**src/design/vft_pkg.sv**
```systemverilog
// shared types, codes and defaults for the value frequency table
package vft_pkg;

	localparam int CAPACITY   = 64;
	localparam int VALUE_BITS = 32;

	localparam int POS_W    = 6;
	localparam int COUNT_W  = 32;
	localparam int OUTVAL_W = 32;
	localparam int USED_W   = 7;

	typedef enum logic [1:0] {
		MODE_ADD   = 2'd0,
		MODE_QUERY = 2'd1,
		MODE_READ  = 2'd2
	} mode_t;

	typedef enum logic [1:0] {
		STATUS_OK       = 2'd0,
		STATUS_FULL     = 2'd1,
		STATUS_NOT_USED = 2'd2
	} status_t;

	// control part of the item walking down the chain
	typedef struct packed {
		logic       valid;
		logic [1:0] mode;
		logic       hit;
		logic       found;
	} tok_ctl_t;

	// entry data picked up by the item on its way
	typedef struct packed {
		logic [POS_W-1:0]    slot;
		logic [COUNT_W-1:0]  occ;
		logic [OUTVAL_W-1:0] ev;
	} tok_res_t;

	// one finished result
	typedef struct packed {
		logic                found;
		logic [POS_W-1:0]    slot;
		logic [COUNT_W-1:0]  occ;
		logic [OUTVAL_W-1:0] ev;
		logic [USED_W-1:0]   used;
		logic [1:0]          status;
	} result_t;

endpackage

```
**src/design/vft_cell.sv**
```systemverilog
// one table entry: compare, count update, append and read, then pass the item on
module vft_cell #(
	parameter int INDEX      = 0,
	parameter int VALUE_BITS = vft_pkg::VALUE_BITS,
	parameter int TOTAL_W    = 7
) (
	input  logic                  clk,
	input  logic                  arst_n,
	input  vft_pkg::tok_ctl_t     ctl_in,
	input  logic [VALUE_BITS-1:0] value_in,
	input  logic [vft_pkg::POS_W-1:0] pos_in,
	input  logic [TOTAL_W-1:0]    total_in,
	input  vft_pkg::tok_res_t     res_in,
	output vft_pkg::tok_ctl_t     ctl_out,
	output logic [VALUE_BITS-1:0] value_out,
	output logic [vft_pkg::POS_W-1:0] pos_out,
	output logic [TOTAL_W-1:0]    total_out,
	output vft_pkg::tok_res_t     res_out
);

	localparam logic [TOTAL_W-1:0]        IDX      = TOTAL_W'(INDEX);
	localparam logic [vft_pkg::POS_W-1:0] IDX_SLOT = vft_pkg::POS_W'(INDEX);

	logic [VALUE_BITS-1:0]       value_q;
	logic [vft_pkg::COUNT_W-1:0] count_q;

	logic                        in_use;
	logic                        match;
	logic                        is_free;
	logic                        pos_match;
	logic [vft_pkg::COUNT_W-1:0] count_inc;
	logic [63:0]                 stored_ext;
	logic [63:0]                 new_ext;

	vft_pkg::tok_ctl_t ctl_d;
	vft_pkg::tok_res_t res_d;
	logic [TOTAL_W-1:0] total_d;
	logic               wr_value;
	logic               wr_count;
	logic [vft_pkg::COUNT_W-1:0] count_d;

	assign in_use     = IDX < total_in;
	assign match      = in_use && (value_q == value_in);
	assign is_free    = (IDX == total_in);
	assign pos_match  = in_use && (32'(pos_in) == 32'(INDEX));
	assign count_inc  = (count_q == '1) ? count_q : count_q + 1'b1;
	assign stored_ext = 64'(value_q);
	assign new_ext    = 64'(value_in);

	always_comb begin
		ctl_d    = ctl_in;
		res_d    = res_in;
		total_d  = total_in;
		wr_value = 1'b0;
		wr_count = 1'b0;
		count_d  = count_inc;
		if (ctl_in.valid && !ctl_in.hit) begin
			unique case (ctl_in.mode)
				vft_pkg::MODE_ADD: begin
					if (match) begin
						wr_count    = 1'b1;
						ctl_d.hit   = 1'b1;
						ctl_d.found = 1'b1;
						res_d.slot  = IDX_SLOT;
						res_d.occ   = count_inc;
						res_d.ev    = stored_ext[vft_pkg::OUTVAL_W-1:0];
					end else if (is_free) begin
						// every entry in use was passed without a match
						wr_value   = 1'b1;
						wr_count   = 1'b1;
						count_d    = vft_pkg::COUNT_W'(1);
						ctl_d.hit  = 1'b1;
						res_d.slot = IDX_SLOT;
						res_d.occ  = vft_pkg::COUNT_W'(1);
						res_d.ev   = new_ext[vft_pkg::OUTVAL_W-1:0];
						total_d    = total_in + 1'b1;
					end
				end
				vft_pkg::MODE_QUERY: begin
					if (match) begin
						ctl_d.hit   = 1'b1;
						ctl_d.found = 1'b1;
						res_d.slot  = IDX_SLOT;
						res_d.occ   = count_q;
						res_d.ev    = stored_ext[vft_pkg::OUTVAL_W-1:0];
					end
				end
				vft_pkg::MODE_READ: begin
					if (pos_match) begin
						ctl_d.hit  = 1'b1;
						res_d.slot = IDX_SLOT;
						res_d.occ  = count_q;
						res_d.ev   = stored_ext[vft_pkg::OUTVAL_W-1:0];
					end
				end
				default: begin
				end
			endcase
		end
	end

	// entry storage
	always_ff @(posedge clk) begin
		if (wr_value) begin
			value_q <= value_in;
		end
		if (wr_count) begin
			count_q <= count_d;
		end
	end

	always_ff @(posedge clk or negedge arst_n) begin
		if (!arst_n) begin
			ctl_out <= '0;
		end else begin
			ctl_out <= ctl_d;
		end
	end

	always_ff @(posedge clk) begin
		value_out     <= value_in;
		pos_out       <= pos_in;
		total_out     <= total_d;
		res_out       <= res_d;
	end

endmodule

```
**config.mk**
```make
export PLATFORM = sky130hd
export DESIGN_NAME = vft_cell
export DESIGN_NICKNAME = d
export VERILOG_FILES = /design/src/design/vft_pkg.sv /design/src/design/vft_cell.sv
export SDC_FILE = /design/constraint.sdc
export NUM_CORES = 1
export LEC_CHECK = 0
export ABC_AREA = 1
export BUFFER_PORTS_ARGS = -buffer_cell sky130_fd_sc_hd__buf_4
export CAP_MARGIN = 20
export CELL_PAD_IN_SITES_DETAIL_PLACEMENT = 1
export CELL_PAD_IN_SITES_GLOBAL_PLACEMENT = 1
export CORE_MARGIN = 8
export CORE_UTILIZATION = 41
export DETAILED_ROUTE_END_ITERATION = 8
export PLACE_DENSITY_LB_ADDON = 0.08
export SLEW_MARGIN = 30
export SYNTH_ARGS = -nofsm -noshare
export SYNTH_HDL_FRONTEND = slang
export SYNTH_SLANG_ARGS = --single-unit
```
**constraint.sdc**
```tcl
create_clock -name clk -period 9.24 [get_ports clk]
set_clock_uncertainty 0.2 [all_clocks]
set_input_delay 1.848 -clock clk [delete_from_list [all_inputs] [get_ports clk]]
set_output_delay 1.848 -clock clk [all_outputs]
set_load 0.05 [all_outputs]
```
==> results.toml <==
[cells_and_area]
antenna_cells = 0
mostFrequentLayoutCell = "sky130_fd_sc_hd__nand2_1"
finish.utilization_pct = 52.5
final.fill_count = 3152
syn2layout_area_growth_pct = 25.8
final_net_count = 1807
layout-drive-gt1-share_pct = 19.4
most-common-layout-cells = "sky130_fd_sc_hd__nand2_1, sky130_fd_sc_hd__buf_4, sky130_fd_sc_hd__inv_1, sky130_fd_sc_hd__nor2_1, sky130_fd_sc_hd__nand3_1"

[clock_tree]
worst_skew_pair.late_latency_ps = 440
clkTransAtPathRegs_ps = 90
postCtsSetupRepairBufs = 0
cts_inserted_buffers = 17
postCtsResizedCells = 0
cts_hold_buffers = 0
cell_chosen_for_the_clock_root = "sky130_fd_sc_hd__clkbuf_16"
cts_htree_levels = 4
cts.sink_count = 184
clk_path_buf_depth = 2
tritoncts = "done"

[global_route]
track_usage_pct = 24.0
grt_start_max_net_pins = 70
first_global_vias = 10500
grt_first_pass_wirelength_um = 58200
antenna_violations_before_repair = 0
grt_ovf = 0

[sta]
rsz0062_at_grt = "false"
min_period_over_period_pct = 50.8
setup_viols_final = 0
max-slew-margin-rel_pct = 38.4
final_hold_viol_count = 0
maxSlewViolCount = 0
timing.setup.tns_ps = 0
max_freq_ghz = 0.213
finalCriticalPeriod_ps = 4700
tightest_slew_ps = 922

[critical_path]
crit_path_max_fanout = 54
crit_start = "total_in[2]"
worstSetupPathType = "input port to register"
endpoint_kind = "register"
critical_path.cell_chain = "buf_4, inv_1, nand2_1, nor2_1, nand2_1, buf_4, nand3_2, nor2_2, nand3_4, nand4_4, inv_4, or2_1, inv_1"
arrival_ps = 4690
critPathTopFamily = "simple AND/OR/NAND/NOR gates"
cp_slowest_cell = "sky130_fd_sc_hd__inv_4"
timing.rr.start = "value_q[31]"
timing.critical_path.buf_inv = 5
critical_path.max_stage_delay_ps = 650
critPathLaunchType = "input port"
required_ps = 9240

[place]
place.gp.congestion = 0.864
placement.io_buffers = 241
dp_hpwl_um = 27100

[power_and_ir_drop]
leakage_power_nw = 6.38
vdd_ir_drop_max_mv = 0.102
power.density_cell_area_nw_per_um2 = 159

[routing]
drt_pre_antenna_iters = 5
postRouteWirelength_um = 36900
drtIter0Drc = 618
drtAntennaViolNets = 0
routed-via-count = 10200
drt-wirelength-per-cell_um = 18.3
vias_per_cell = 5.08
drc = 0

[die]
ios = 242
die-height_um = 173
initial_core_utilization_pct = 41.8
die_width_um = 173
fp-row-count = 57
die_area_um2 = 30100
core-area_um2 = 24300

[synth]
yosysUniqueCellTypes = 39
syn-instance-count = 1473
yosys_reg_bits = 184
synthesis.area_um2 = 10200
ys_seq_area_share_pct = 42.8
synth-main-ff-cell = "sky130_fd_sc_hd__dfxtp_1"
number_of_enable_type_register_cells_in_the_synthesized_netlist = 64
yosysWarningCount = 0
syn_area_per_cell_um2 = 6.89
mappedNetlistNets = 1598
asyncSetResetFlopFracSynth_pct = 2.72

[job]
maxCapViolations = 0

[worst_hold_path]
hold_path_start = "value_q[19]"
worst_hold_path_type = "register to register"

[outcome]
outcome = "complete, no violations"
==> metrics by stage <==
step / instance area [um^2] / worst slack, ps / power (mW) / hold slack [ps] / cells
floorplan: 10200 / 3390 / 1.13 / 339 / 1473
global placement: 12100 / 3810 / 1.28 / 374 / 1986
detailed placement: 12100 / 4050 / 1.29 / 384 / 1986
CTS: 12700 / 4490 / 2.05 / 404 / 2018
global route: 12800 / 4350 / 2.11 / 425 / 2019
finish: 12800 / 4540 / 2.03 / 406 / 2019
==> worst register-to-register path: cells and delay by family, from the launching register on <==
kind | cells | cell delay [ps]
buffers and inverters | 4 | 860
DFF | 1 | 450
and+or+nand+nor | 8 | 1700
==> layer usage <==
metal / track usage, % / routed length, um
met1: 32.5 / 17400
met2: 37.9 / 16400
met3: 5.73 / 2550
met4: 5.96 / 548
met5: 0 / 0
==> layout make-up <==
cell class	instances	area, um^2	area share (%)
multi-input cells	1020	4740	37.1
flip-flops and latches	184	4350	34.0
repair buffers	250	1900	14.8
inverters	209	787	6.16
clock buffers	18	439	3.44
well taps	324	405	3.17
clock inverters	14	163	1.27
==> kinds of logic (layout without fill, tap and decap cells) <==
family,after synthesis,count (layout),synth area share (%)
fa+ha+maj,3,3,0.370
xor+xnor,28,28,2.41
compound gates,139,139,7.79
flops,184,184,42.8
buf+inv,269,491,10.9
simple gates,850,850,35.7
==> state kept, by name (all words and copies together), names as in the netlist <==
name and cells:
value_q 32, res_out 70, value_out 32, total_out 7, ctl_out 5, count_q 32
pos_out 6
==> synthesized netlist by cell type, types with 9 or more instances <==
cell	n	area share (%)
sky130_fd_sc_hd__nand2_1	525	19
sky130_fd_sc_hd__or2_1	18	1.1
sky130_fd_sc_hd__edfxtp_1	64	19
sky130_fd_sc_hd__a21oi_1	35	1.7
sky130_fd_sc_hd__dfxtp_1	115	23
sky130_fd_sc_hd__xnor2_1	12	1.0
sky130_fd_sc_hd__buf_2	18	0.89
sky130_fd_sc_hd__a22oi_1	28	2.1
sky130_fd_sc_hd__clkbuf_1	28	1.0
sky130_fd_sc_hd__o21ai_0	63	3.1
sky130_fd_sc_hd__o21ai_1	9	0.44
sky130_fd_sc_hd__nand3_1	121	6.0
sky130_fd_sc_hd__nor2_1	127	4.7
sky130_fd_sc_hd__xor2_1	16	1.4
sky130_fd_sc_hd__nand3b_1	11	0.81
sky130_fd_sc_hd__inv_1	201	7.4
==> power breakdown <==
part | total [mW] | switching [mW] | internal [mW]
logic | 0.382 | 0.260 | 0.123
registers | 0.884 | 0.0118 | 0.872
clock network | 0.766 | 0.390 | 0.376
==> path summary, 6_finish.rpt <==
path,slack [ps],cells after the start,endpoint
setup / recovery,4540,13,count_q[19]
hold / removal,410,4,res_out[19]
setup reg to reg,5810,12,count_q[19]
hold reg to reg,410,4,res_out[19]
max in group asynchronous,7700,1,ctl_out[4]
min in group asynchronous,1010,1,ctl_out[1]
(Power assumes the default switching activity.)
